### src/rtl/assert_macros.svh
// assertion helpers included by the rtl top
`ifndef ASSERT_MACROS_SVH
`define ASSERT_MACROS_SVH
`ifndef NO_ASSERTIONS
`define ASSERT_CLK(lbl, prop, msg) \
  lbl: assert property (@(posedge clk) disable iff (rst) prop) else $error(msg);
`define ASSERT_ALWAYS(lbl, prop, msg) \
  lbl: assert property (@(posedge clk) prop) else $error(msg);
`else
`define ASSERT_CLK(lbl, prop, msg)
`define ASSERT_ALWAYS(lbl, prop, msg)
`endif
`endif

### src/rtl/cbm_pkg.sv
package cbm_pkg;

  localparam int CNT_W       = 34;
  localparam int QUEUE_DEPTH = 2;
  localparam int QPTR_W      = 1;
  localparam int QCNT_W      = 2;
  localparam int MOD_STEPS   = 8;

  localparam logic [15:0] ADDR_PRG0     = 16'h8000;
  localparam logic [15:0] ADDR_PRG1     = 16'ha000;
  localparam logic [15:0] ADDR_PRG2     = 16'hc000;
  localparam logic [15:0] ADDR_MIRROR   = 16'h9001;
  localparam logic [15:0] ADDR_IRQ_EN   = 16'h9003;
  localparam logic [15:0] ADDR_RELOAD   = 16'h9004;
  localparam logic [15:0] ADDR_LATCH_HI = 16'h9005;
  localparam logic [15:0] ADDR_LATCH_LO = 16'h9006;
  localparam logic [15:0] ADDR_CHR_LO   = 16'hb000;
  localparam logic [15:0] ADDR_CHR_HI   = 16'hb007;

  localparam logic [3:0] SLOT_NONE   = 4'd0;
  localparam logic [3:0] SLOT_PRG0   = 4'd1;
  localparam logic [3:0] SLOT_CHR0   = 4'd4;
  localparam logic [3:0] SLOT_MIRROR = 4'd12;

  localparam logic [0:0] REG_PRG_COUNT = 1'b0;
  localparam logic [0:0] REG_CHR_COUNT = 1'b1;

  localparam logic [8:0]  PRG_COUNT_RESET = 9'd2;
  localparam logic [10:0] CHR_COUNT_RESET = 11'd8;

  typedef enum logic [3:0] {
    CMD_NONE,
    CMD_TICK,
    CMD_PRG,
    CMD_CHR,
    CMD_MIRROR,
    CMD_IRQ_EN,
    CMD_RELOAD,
    CMD_LATCH_HI,
    CMD_LATCH_LO
  } cmd_kind_t;

  typedef struct packed {
    cmd_kind_t  kind;
    logic [2:0] idx;
    logic [7:0] data;
  } cmd_t;

  typedef struct packed {
    logic       irq;
    logic [3:0] slot;
    logic [7:0] bank;
    logic       mirror;
  } res_t;

  typedef enum logic [0:0] {
    B_IDLE,
    B_DIV
  } back_state_t;

endpackage

### src/rtl/cbm_front.sv
module cbm_front import cbm_pkg::*; (
  input  logic        in_valid,
  input  logic        q_full,
  input  logic        mode,
  input  logic [15:0] address,
  input  logic [7:0]  data,
  output logic        in_ready,
  output logic        push,
  output cmd_t        cmd
);

  assign in_ready = !q_full;
  assign push     = in_valid && !q_full;

  always_comb begin
    cmd.kind = CMD_NONE;
    cmd.idx  = 3'd0;
    cmd.data = data;
    if (mode) begin
      cmd.kind = CMD_TICK;
    end else begin
      case (address)
        ADDR_PRG0: begin
          cmd.kind = CMD_PRG;
          cmd.idx  = 3'd0;
        end
        ADDR_PRG1: begin
          cmd.kind = CMD_PRG;
          cmd.idx  = 3'd1;
        end
        ADDR_PRG2: begin
          cmd.kind = CMD_PRG;
          cmd.idx  = 3'd2;
        end
        ADDR_MIRROR:   cmd.kind = CMD_MIRROR;
        ADDR_IRQ_EN:   cmd.kind = CMD_IRQ_EN;
        ADDR_RELOAD:   cmd.kind = CMD_RELOAD;
        ADDR_LATCH_HI: cmd.kind = CMD_LATCH_HI;
        ADDR_LATCH_LO: cmd.kind = CMD_LATCH_LO;
        default: begin
          if (address inside {[ADDR_CHR_LO:ADDR_CHR_HI]}) begin
            cmd.kind = CMD_CHR;
            cmd.idx  = address[2:0];
          end
        end
      endcase
    end
  end

endmodule

### src/rtl/cbm_queue.sv
module cbm_queue import cbm_pkg::*; (
  input  logic clk,
  input  logic rst,
  input  logic push,
  input  cmd_t push_cmd,
  output logic full,
  input  logic pop,
  output logic pop_valid,
  output cmd_t pop_cmd
);

  cmd_t              mem [QUEUE_DEPTH];
  logic [QPTR_W-1:0] wr_ptr;
  logic [QPTR_W-1:0] rd_ptr;
  logic [QCNT_W-1:0] count;

  assign full      = (count == QCNT_W'(QUEUE_DEPTH));
  assign pop_valid = (count != '0);
  assign pop_cmd   = mem[rd_ptr];

  always_ff @(posedge clk) begin
    if (rst) begin
      wr_ptr <= '0;
      rd_ptr <= '0;
      count  <= '0;
    end else begin
      if (push) begin
        wr_ptr <= wr_ptr + 1'b1;
      end
      if (pop) begin
        rd_ptr <= rd_ptr + 1'b1;
      end
      if (push && !pop) begin
        count <= count + 1'b1;
      end else if (pop && !push) begin
        count <= count - 1'b1;
      end
    end
  end

  always_ff @(posedge clk) begin
    if (push) begin
      mem[wr_ptr] <= push_cmd;
    end
  end

endmodule

### src/rtl/cbm_modu.sv
module cbm_modu import cbm_pkg::*; (
  input  logic        clk,
  input  logic        rst,
  input  logic        start,
  input  logic [7:0]  dividend,
  input  logic [10:0] divisor,
  output logic [7:0]  rem,
  output logic        rem_valid
);

  logic        busy;
  logic [2:0]  cnt;
  logic [7:0]  quo;
  logic [10:0] div;
  logic [7:0]  rem_next;
  logic [8:0]  r_shift;
  logic [10:0] r_sub;

  // restoring remainder, one dividend bit per cycle
  always_comb begin
    r_shift = {rem, quo[7]};
    r_sub   = {2'b00, r_shift} - div;
    if ({2'b00, r_shift} >= div) begin
      rem_next = r_sub[7:0];
    end else begin
      rem_next = r_shift[7:0];
    end
  end

  always_ff @(posedge clk) begin
    if (rst) begin
      busy      <= 1'b0;
      rem_valid <= 1'b0;
      cnt       <= '0;
    end else if (start) begin
      busy      <= 1'b1;
      rem_valid <= 1'b0;
      cnt       <= '0;
    end else if (busy) begin
      cnt <= cnt + 1'b1;
      if (cnt == 3'(MOD_STEPS - 1)) begin
        busy      <= 1'b0;
        rem_valid <= 1'b1;
      end
    end
  end

  always_ff @(posedge clk) begin
    if (start) begin
      rem <= '0;
      quo <= dividend;
      div <= divisor;
    end else if (busy) begin
      rem <= rem_next;
      quo <= {quo[6:0], 1'b0};
    end
  end

endmodule

### src/rtl/cbm_back.sv
module cbm_back import cbm_pkg::*; #(
  parameter int FRAC_BITS = 8,
  parameter int LINE_STEP = 29098
) (
  input  logic        clk,
  input  logic        rst,
  input  logic [8:0]  prg_count,
  input  logic [10:0] chr_count,
  input  logic        q_valid,
  input  cmd_t        q_cmd,
  output logic        q_pop,
  input  logic        out_ready,
  output logic        res_valid,
  output res_t        res
);

  localparam longint LIMIT_L = longint'(LINE_STEP) - (longint'(4) << FRAC_BITS);
  localparam longint PARK_L  = longint'(16'hffff) << FRAC_BITS;
  localparam logic signed [CNT_W-1:0] LIMIT  = CNT_W'(LIMIT_L);
  localparam logic signed [CNT_W-1:0] PARK   = CNT_W'(PARK_L);
  localparam logic signed [CNT_W-1:0] STEP_C = CNT_W'(LINE_STEP);

  back_state_t state, state_next;
  cmd_t        cur;

  logic                    mirror_flag;
  logic                    irq_enable;
  logic [15:0]             irq_latch;
  logic signed [CNT_W-1:0] irq_count;

  logic        out_free;
  logic        needs_div;
  logic        mod_start;
  logic        res_load;
  logic        fire;
  logic [10:0] divisor;
  logic [7:0]  rem;
  logic        rem_valid;
  res_t        res_next;

  assign out_free  = !res_valid || out_ready;
  assign needs_div = (q_cmd.kind == CMD_PRG && prg_count != '0) ||
                     (q_cmd.kind == CMD_CHR && chr_count != '0);
  assign divisor   = (q_cmd.kind == CMD_PRG) ? {2'b00, prg_count} : chr_count;
  assign fire      = irq_enable && (irq_count < LIMIT);

  always_comb begin
    state_next = state;
    case (state)
      B_IDLE: begin
        if (q_valid && out_free && needs_div) begin
          state_next = B_DIV;
        end
      end
      B_DIV: begin
        if (rem_valid && out_free) begin
          state_next = B_IDLE;
        end
      end
      default: state_next = B_IDLE;
    endcase
  end

  always_comb begin
    q_pop     = 1'b0;
    mod_start = 1'b0;
    res_load  = 1'b0;
    case (state)
      B_IDLE: begin
        q_pop     = q_valid && out_free;
        mod_start = q_valid && out_free && needs_div;
        res_load  = q_valid && out_free && !needs_div;
      end
      B_DIV: begin
        res_load = rem_valid && out_free;
      end
      default: begin
        q_pop = 1'b0;
      end
    endcase
  end

  always_comb begin
    res_next.irq    = 1'b0;
    res_next.slot   = SLOT_NONE;
    res_next.bank   = 8'd0;
    res_next.mirror = mirror_flag;
    if (state == B_DIV) begin
      res_next.bank = rem;
      if (cur.kind == CMD_PRG) begin
        res_next.slot = SLOT_PRG0 + {1'b0, cur.idx};
      end else begin
        res_next.slot = SLOT_CHR0 + {1'b0, cur.idx};
      end
    end else begin
      case (q_cmd.kind)
        CMD_TICK:   res_next.irq = fire;
        CMD_MIRROR: begin
          res_next.slot   = SLOT_MIRROR;
          res_next.mirror = q_cmd.data[7];
        end
        default:    res_next.irq = 1'b0;
      endcase
    end
  end

  always_ff @(posedge clk) begin
    if (rst) begin
      state       <= B_IDLE;
      res_valid   <= 1'b0;
      mirror_flag <= 1'b0;
      irq_enable  <= 1'b0;
      irq_latch   <= '0;
      irq_count   <= '0;
    end else begin
      state <= state_next;
      if (res_load) begin
        res_valid <= 1'b1;
      end else if (out_ready) begin
        res_valid <= 1'b0;
      end
      if (q_pop) begin
        case (q_cmd.kind)
          CMD_TICK: begin
            if (fire) begin
              irq_enable <= 1'b0;
              irq_count  <= PARK;
            end else if (irq_enable) begin
              irq_count <= irq_count - STEP_C;
            end
          end
          CMD_MIRROR:   mirror_flag     <= q_cmd.data[7];
          CMD_IRQ_EN:   irq_enable      <= q_cmd.data[7];
          CMD_RELOAD:   irq_count       <= CNT_W'(irq_latch) << FRAC_BITS;
          CMD_LATCH_HI: irq_latch[15:8] <= q_cmd.data;
          CMD_LATCH_LO: irq_latch[7:0]  <= q_cmd.data;
          default:      irq_latch       <= irq_latch;
        endcase
      end
    end
  end

  always_ff @(posedge clk) begin
    if (q_pop) begin
      cur <= q_cmd;
    end
    if (res_load) begin
      res <= res_next;
    end
  end

  cbm_modu u_modu (
    .clk       (clk),
    .rst       (rst),
    .start     (mod_start),
    .dividend  (q_cmd.data),
    .divisor   (divisor),
    .rem       (rem),
    .rem_valid (rem_valid)
  );

endmodule

### src/rtl/cartridge_bank_mapper_with_line_irq_core.sv
// channel  | handshake               | payload
// input    | in_valid / in_ready     | mode, address, data
// result   | out_valid / out_ready   | irq_request, slot_written, bank_number,
//          |                         | mirror_horizontal
// config   | cfg_we                  | cfg_index, cfg_data
//
// bank writes with a nonzero count pass the queue, the remainder unit (one data bit
// a cycle) and the result register; the next one starts after the last result loads
// all others retire one per cycle unless stalled, through queue and result register
// a two-entry queue takes input beats while the back end works or the result stalls
// rst is synchronous: clears queue, result, irq state and mirroring; counts go to 2 and 8
`include "assert_macros.svh"

module cartridge_bank_mapper_with_line_irq_core import cbm_pkg::*; #(
  parameter int FRAC_BITS = 8,
  parameter int LINE_STEP = 29098
) (
  input  logic        clk,
  input  logic        rst,
  input  logic        in_valid,
  output logic        in_ready,
  input  logic        mode,
  input  logic [15:0] address,
  input  logic [7:0]  data,
  output logic        out_valid,
  input  logic        out_ready,
  output logic        irq_request,
  output logic [3:0]  slot_written,
  output logic [7:0]  bank_number,
  output logic        mirror_horizontal,
  input  logic        cfg_we,
  input  logic [0:0]  cfg_index,
  input  logic [10:0] cfg_data
);

  logic [8:0]  prg_count;
  logic [10:0] chr_count;

  logic q_full;
  logic q_push;
  logic q_pop;
  logic q_valid;
  cmd_t push_cmd;
  cmd_t q_cmd;
  res_t res;

  always_ff @(posedge clk) begin
    if (rst) begin
      prg_count <= PRG_COUNT_RESET;
      chr_count <= CHR_COUNT_RESET;
    end else if (cfg_we) begin
      case (cfg_index)
        REG_PRG_COUNT: prg_count <= cfg_data[8:0];
        REG_CHR_COUNT: chr_count <= cfg_data;
        default:       prg_count <= prg_count;
      endcase
    end
  end

  cbm_front u_front (
    .in_valid (in_valid),
    .q_full   (q_full),
    .mode     (mode),
    .address  (address),
    .data     (data),
    .in_ready (in_ready),
    .push     (q_push),
    .cmd      (push_cmd)
  );

  cbm_queue u_queue (
    .clk       (clk),
    .rst       (rst),
    .push      (q_push),
    .push_cmd  (push_cmd),
    .full      (q_full),
    .pop       (q_pop),
    .pop_valid (q_valid),
    .pop_cmd   (q_cmd)
  );

  cbm_back #(
    .FRAC_BITS (FRAC_BITS),
    .LINE_STEP (LINE_STEP)
  ) u_back (
    .clk       (clk),
    .rst       (rst),
    .prg_count (prg_count),
    .chr_count (chr_count),
    .q_valid   (q_valid),
    .q_cmd     (q_cmd),
    .q_pop     (q_pop),
    .out_ready (out_ready),
    .res_valid (out_valid),
    .res       (res)
  );

  assign irq_request       = res.irq;
  assign slot_written      = res.slot;
  assign bank_number       = res.bank;
  assign mirror_horizontal = res.mirror;

  `ASSERT_ALWAYS(a_reset_clears_out, rst |=> !out_valid, "result valid after reset")
  `ASSERT_CLK(a_pop_has_room, q_pop |-> (q_valid && (!out_valid || out_ready)), "pop without room")
  `ASSERT_CLK(a_irq_no_slot, (out_valid && irq_request) |-> (slot_written == SLOT_NONE), "irq on a write")
  `ASSERT_CLK(a_bank_zero, (out_valid && (slot_written == SLOT_NONE || slot_written == SLOT_MIRROR)) |-> (bank_number == 8'd0), "stray bank")

endmodule

### config.mk
export PLATFORM = sky130hd
export DESIGN_NAME = cartridge_bank_mapper_with_line_irq_core
export DESIGN_NICKNAME = d
export VERILOG_FILES = /design/src/rtl/cbm_pkg.sv /design/src/rtl/cbm_front.sv /design/src/rtl/cbm_queue.sv /design/src/rtl/cbm_modu.sv /design/src/rtl/cbm_back.sv /design/src/rtl/cartridge_bank_mapper_with_line_irq_core.sv
export VERILOG_INCLUDE_DIRS = /design/src /design/src/rtl
export SDC_FILE = /design/constraint.sdc
export NUM_CORES = 1
export LEC_CHECK = 0
export ABC_AREA = 1
export ABC_CLOCK_PERIOD_IN_PS = 2500
export BUFFER_PORTS_ARGS = -buffer_cell sky130_fd_sc_hd__buf_2
export CAP_MARGIN = 25
export CORE_ASPECT_RATIO = 0.9
export CORE_MARGIN = 10
export CORE_UTILIZATION = 62
export CTS_BUF_LIST = sky130_fd_sc_hd__clkbuf_2 sky130_fd_sc_hd__clkbuf_4 sky130_fd_sc_hd__clkbuf_8
export DETAILED_ROUTE_END_ITERATION = 10
export PLACE_DENSITY = 0.88
export SLEW_MARGIN = 0
export SYNTH_ARGS = -nofsm -noshare
export SYNTH_HDL_FRONTEND = slang
export SYNTH_SLANG_ARGS = --single-unit
### constraint.sdc
create_clock -name clk -period 2.5 [get_ports clk]
set_input_delay 0.25 -clock clk [delete_from_list [all_inputs] [get_ports clk]]
set_output_delay 0.25 -clock clk [all_outputs]
set_load 0.01 [all_outputs]
==> flow_summary.ini, run 1 <==
[sta]
hold_viol = 0
layout_min_cycle_time_ns = 2.16
fin_ws_ns = 0.342
relSlewSlack_pct = 66.4
tns_ns = 0
timing.final.crit_share_pct = 86.3
setup_viol = 0
fmax_ghz = 0.463
fin_skew_ns = 0.0140
tightest_slew_ns = 0.503
rsz0062_at_grt = no
drv_slew = 0

[critical_path]
critPathRequiredTime_ns = 2.85
path_common_cell = nand2_1
cp_top_family = simple AND/OR/NAND/NOR gates
cp_slowest_stage_delay_ns = 0.36
cp_num_buf_inv = 1
regToRegSetupSlack_ns = 0.34
worst_ep_arrival_time_ns = 2.51
cp-end-kind = flop
criticalPathCategory = reg2reg
cp_cell_sequence = inv_1 > ha_1 > a21oi_1 > nand2_1 > nand4_1 > nand2_1 > nand3_1 > nand2_2 > or2_2 > nand3_1 > nand2_1
start_kind = flop
cp_slowest_cell = ha_1
cp_max_fo = 9

[layout]
nFillCells = 961
area_delta_synth_final_pct = 11.5
layout.nets = 1141
drive_gt1_share_pct = 12.9
num_antenna_cells = 0

[synthesis]
syn_area_sq_um = 8030
avgSynthCellArea_sq_um = 7.92
synthTopCellsByArea = edfxtp_1 26%, dfxtp_1 23%, nand2_1 11%
synth_cell_types = 46
postSynthCellCount = 1013
ys_seq_area_share_pct = 48.9
async_flop_share_pct = 0
synthesis.nets = 1070
synth_top_area_share_pct = 26.2
ys.flop_type = dfxtp_1
yosys.area.top_type = edfxtp_1
yosysWarnings = 0
ys_seq_elements = 161
synth_edf_count = 70

[floorplan]
core_area_sq_um = 12700
ios = 58
die_y_um = 128
die_w_um = 140
start_util_pct = 63.3
die_area_sq_um = 17900
num_rows = 39

[grt]
gr-usage-all-layers_pct = 20.2
overflow = 0
grt_pass1_vias = 6380
grt_max_degree = 49
antenna_found_initial = 0
grt_first_pass_wirelength_um = 30200

[cts]
htreeDepth = 4
insertion_delay_ns = 0.45
clk_pin_slew_ns = 0.09
cts_tree = yes
cts_made_buffers = 17
cts_setup_buffers = 0
cts-root-buf = clkbuf_8
cts_buffer_depth = 2
clock-sinks = 161

[place]
place.gp.congestion = 0.896
hpwl_um = 13000
pre_cts_ws_ns = 0.360
portBuffers = 57

[route]
routed_wl_um = 18300
remaining_drc_errors = 0
wire_per_inst_um = 14.5
ant_nets = 0
vias = 6872
viasPerCell = 5.45
drt_iter0_drc = 663
first_pass_iters = 6

[run]
drv_cap = 0

[min_path]
hp-class = in2reg

[pwr]
ir_worst_vdd_mv = 0.635
leakage_uw = 0.00402
p_per_area_nw_per_um2 = 947

[outcome]
outcome = finished, final reports clean
## what timing repair did
item / CTS / global route
endpoints found under the setup margin: 0 / 1
gates resized for setup: 0 / 1
endpoints found under the hold margin: 17 / 0
hold buffers: 9 / 0
## worst register-to-register path, stage by stage (launching register included)
cell,delay [ns]
edfxtp_1,0.33
inv_1,0.05
ha_1,0.36
a21oi_1,0.16
nand2_1,0.11
nand4_1,0.09
nand2_1,0.09
nand3_1,0.26
nand2_2,0.19
or2_2,0.31
nand3_1,0.08
nand2_1,0.05
## sequential cells by signal, indices dropped and copies added, names as in the netlist, 2 cells and up, named ones only
name and flops:
u_back.u_modu.rem 8, u_back.u_modu.cnt 3, u_back.cur 7, u_back.res 14, u_back.irq_latch 16, u_queue.mem 30, u_back.u_modu.quo 8, u_back.u_modu.div 11
chr_count 11, u_queue.count 2, u_back.irq_count 33, prg_count 9
## area by class of cell
| class | count | area (sq um) | share of cell area, % |
|---|---|---|---|
| sequential | 161 | 3920 | 43.8 |
| multi-input combinational | 685 | 3420 | 38.2 |
| timing repair buffer | 82 | 495 | 5.53 |
| clock inverter | 15 | 158 | 1.76 |
| inverter | 137 | 514 | 5.74 |
| tap | 164 | 205 | 2.29 |
| clock buffer | 17 | 234 | 2.61 |
## Yosys cell counts (all sizes together) (11+ instances only)
master  instances
a21oi          79
buf            14
clkbuf         16
dfxtp          91
edfxtp         70
ha             14
inv           136
nand2         234
nand3          72
nand4          11
nor2          123
nor3           16
o21ai          78
xor2           23
## metal layers
| layer | GRT usage (%) | vias up | wire length (um) |
|---|---|---|---|
| li1 | - | 3450 | - |
| met4 | 6.13 | 0 | 274 |
| met2 | 32.4 | 269 | 8600 |
| met5 | 0 | - | 0 |
| met1 | 26.9 | 3124 | 8120 |
| met3 | 4.44 | 29 | 1290 |
## per-stage QoR
stage | area (sq um) | total power [uW] | util [%] | instances | hold slack (ns)
after global placement | 8470 | 6450 | 66.7 | 1220 | 0.437
after global routing | 8950 | 9000 | 70.6 | 1261 | 0.0423
after floorplan | 8030 | 5780 | - | 1013 | 0.349
final | 8950 | 8480 | 70.6 | 1261 | 0.0353
after detailed placement | 8470 | 6570 | 66.7 | 1220 | 0.441
after CTS | 8950 | 8460 | 70.5 | 1261 | 0.0152
## cell families after synthesis
logic type	synth area share, %
xor gates and xnor gates	3.06
adders and majority gates	2.43
muxes	0.421
AOI/OAI and AO/OA	11.3
DFF	48.9
and+or+nand+nor	25.4
buffers and inverters	8.51
## report_power, final
group / internal [uW] / switching (uW) / leakage [uW]
logic: 1030 / 1940 / 0.00243
clock network: 896 / 992 / 0.000188
registers: 3350 / 272 / 0.00141
total: 5270 / 3210 / 0.00402
## cell usage in the layout (no fill, tap or decap), drive strengths merged, types with 2 or more instances in the layout
cell type	instances
nand2	234
inv	140
nor2	123
dfxtp	91
a21oi	79
o21ai	78
buf	73
nand3	72
edfxtp	70
xor2	23
clkbuf	17
nor3	16
ha	14
nand4	11
dlygate4sd3	9
nor4	7
clkinv	7
xnor2	5
nand3b	4
or2	4
mux2	3
clkinvlp	3
bufinv	2
nor3b	2
## worst paths after layout
check / cells past startpoint / startpoint / to
worst max-delay path: 11 / u_back.u_modu.div[2] / u_back.u_modu.rem[5]
worst min-delay path: 3 / cfg_data[0] / prg_count[0]
worst max register to register: 11 / u_back.u_modu.div[2] / u_back.u_modu.rem[5]
worst min register to register: 2 / u_back.irq_latch[9] / u_back.irq_latch[9]
(Power assumes the default switching activity.)
==> run 2, diff against run 1 <==
--- a/config.mk
+++ b/config.mk
@@ -6,8 +6,7 @@
 export SDC_FILE = /design/constraint.sdc
 export NUM_CORES = 1
 export LEC_CHECK = 0
-export ABC_AREA = 1
-export ABC_CLOCK_PERIOD_IN_PS = 2500
+export ABC_CLOCK_PERIOD_IN_PS = 2200
 export BUFFER_PORTS_ARGS = -buffer_cell sky130_fd_sc_hd__buf_2
 export CAP_MARGIN = 25
 export CORE_ASPECT_RATIO = 0.9
==> constraint.sdc (replaced) <==
create_clock -name clk -period 2.2 [get_ports clk]
set_input_delay 0.22 -clock clk [delete_from_list [all_inputs] [get_ports clk]]
set_output_delay 0.22 -clock clk [all_outputs]
set_load 0.01 [all_outputs]
==> run 2 against run 1 <==
The run now ends with negative setup slack left. Setup slack got worse by 0.39 ns. Final cell count decreased by 15%. Critical path type unchanged. Wire length increased by 20%. First-iteration DRC count increased by 14%. Total power increased by 22%. Non-clock buffer count increased by 59.
==> flow_summary.ini, run 2 <==
[grt]
antenna_found_initial = 0
grt_pass1_vias = 6538
overflow = 0
grt_max_degree = 68
grt_first_pass_wirelength_um = 32900
gr-usage-all-layers_pct = 23.4

[synthesis]
ys_seq_area_share_pct = 50.7
synthTopCellsByArea = edfxtp_1 27%, dfxtp_1 24%, mux2_2 4.4%
synth_common_cells = 91 x dfxtp_1, 87 x nand2_1, 87 x nor2_1
async_flop_share_pct = 0
yosysMostFrequentCell = dfxtp_1
syn_area_sq_um = 7750
yosysWarnings = 0
postSynthCellCount = 780
yosys.area.top_type = edfxtp_1
synthesis.nets = 837
avgSynthCellArea_sq_um = 9.93
ys.flop_type = dfxtp_1
synth_edf_count = 70
synth_top_area_share_pct = 27.1
ys_seq_elements = 161
synth_cell_types = 67

[sta]
setup_viol = 11
relSlewSlack_pct = 50.5
rsz0062_at_grt = yes
hold_viol = 0
fin_skew_ns = 0.0139
fmax_ghz = 0.444
tightest_slew_ns = 0.742
timing.final.crit_share_pct = 102
tns_ns = -0.207
fin_ws_ns = -0.0523
timing.hold.ws_ns = 0.00896
layout_min_cycle_time_ns = 2.25
drv_slew = 0

[cts]
htreeDepth = 4
cts_buffer_depth = 2
insertion_delay_ns = 0.49
cts-root-buf = clkbuf_8
cts_tree = yes
cts_made_buffers = 17
clk_pin_slew_ns = 0.09
clock-sinks = 161

[floorplan]
die_w_um = 138
ios = 58
die_y_um = 126
core_area_sq_um = 12100
start_util_pct = 63.9
num_rows = 38
die_area_sq_um = 17400

[pwr]
p_per_area_nw_per_um2 = 1090
leakage_uw = 0.00375
ir_worst_vdd_mv = 0.796

[layout]
regMostFlops = u_back.irq_count
layout_common_cells = 87 x nand2_1, 87 x dfxtp_1, 86 x nor2_1
largest_register_ff_count = 33
area_delta_synth_final_pct = 22.5
layout.nets = 961
top_regs = u_back.irq_count x33, u_queue.mem x30, u_back.irq_latch x16
num_antenna_cells = 0
drive_gt1_share_pct = 26.5
stdcell_count = 1077
postLayoutCoreUtil_pct = 78.3

[critical_path]
regToRegSetupSlack_ns = -0.05
r2r-end = u_back.irq_count[20]
crit_cells = 8
cp_max_fo = 18
cp_top_family = simple AND/OR/NAND/NOR gates
cp-end-kind = flop
worst_ep_arrival_time_ns = 2.64
startpoint = u_back.irq_count[16]
r2r_start = u_back.irq_count[16]
crit_path_end = u_back.irq_count[20]
start_kind = flop
cp_num_buf_inv = 2
cp_slowest_cell = or3_4
critPathRequiredTime_ns = 2.59
criticalPathCategory = reg2reg
ff2ff_path_depth = 8
cp_slowest_stage_delay_ns = 0.42
cp_cell_sequence = or3_4 > nor4_4 > o21ai_2 > a41oi_4 > buf_6 > clkbuf_16 > nand4_1 > o211a_1

[route]
routed_wl_um = 21900
ant_nets = 0
vias = 6825
viasPerCell = 6.34
first_pass_iters = 6
remaining_drc_errors = 0
wire_per_inst_um = 20.3
drt_iter0_drc = 754

[place]
pre_cts_ws_ns = -0.123
portBuffers = 57
hpwl_um = 13600
place.gp.congestion = 0.890
dp_cells = 1017

[run]
drv_cap = 0

[outcome]
outcome = complete, but fails checks
failed_checks = negative setup slack

[min_path]
hp-class = in2reg
run 2: cell type report:
class / instances / area [sq um]
fill: 698 / 2640
sequential: 161 / 3930
multi-input combinational: 561 / 3800
inverter: 22 / 82.6
clock inverter: 10 / 150
timing repair buffer: 141 / 1050
clock buffer: 22 / 272
tap: 160 / 200
run 2: repair_timing:
action,in CTS,in global routing
gates resized for setup,8,42
pin swaps,4,24
setup endpoints to repair,62,80
cloned,0,3
hold buffers,15,1
setup buffers,1,9
endpoints found under the hold margin,26,1
run 2: kinds of logic (layout without fill, tap and decap cells):
kind of cell | count (synthesis) | after routing | share of synthesized area (%)
and+or+nand+nor | 331 | 331 | 21.7
DFF | 161 | 161 | 50.7
AOI/OAI and AO/OA | 145 | 145 | 12.5
buffers and inverters | 58 | 195 | 3.33
muxes | 54 | 54 | 7.46
xor gates and xnor gates | 16 | 16 | 1.81
adders and majority gates | 15 | 15 | 2.52
run 2: tightest hold or removal path, stage by stage:
cell and delay, ns:
buf_2 0.11, nand2_1 0.05, a21oi_1 0.06
run 2: where the power goes:
part / switching, uW / internal (uW)
clock: 1140 / 1200
sequential: 389 / 3810
combinational: 2130 / 1720
total: 3660 / 6730
run 2: metal layers:
layer	global-route usage [%]	vias to the layer above	share of wire, %
met1	28.9	3248	40
met4	9.01	0	3.7
li1	-	3096	-
met3	5.09	87	7.5
met2	38.8	394	49
met5	0	-	0
run 2: metrics by stage:
stage | area (sq um) | power, uW
CTS | 9190 | 9970
finish | 9490 | 10400
detailed placement | 8550 | 7560
global placement | 8550 | 7360
floorplan | 7770 | 6320
global route | 9490 | 10800
run 2: worst min-delay path by stage:
stage               slack (ns)  cells past startpoint                end         from
finish                   0.009                      3       prg_count[7]  cfg_data[7]
global route              0.01                      3       prg_count[7]  cfg_data[7]
CTS                      0.001                      3       chr_count[3]  cfg_data[3]
detailed placement        0.41                      1  u_queue.mem[0][7]      data[7]
global placement          0.41                      1  u_queue.mem[0][7]      data[7]
floorplan                 0.32                      0  u_queue.mem[0][0]      data[0]
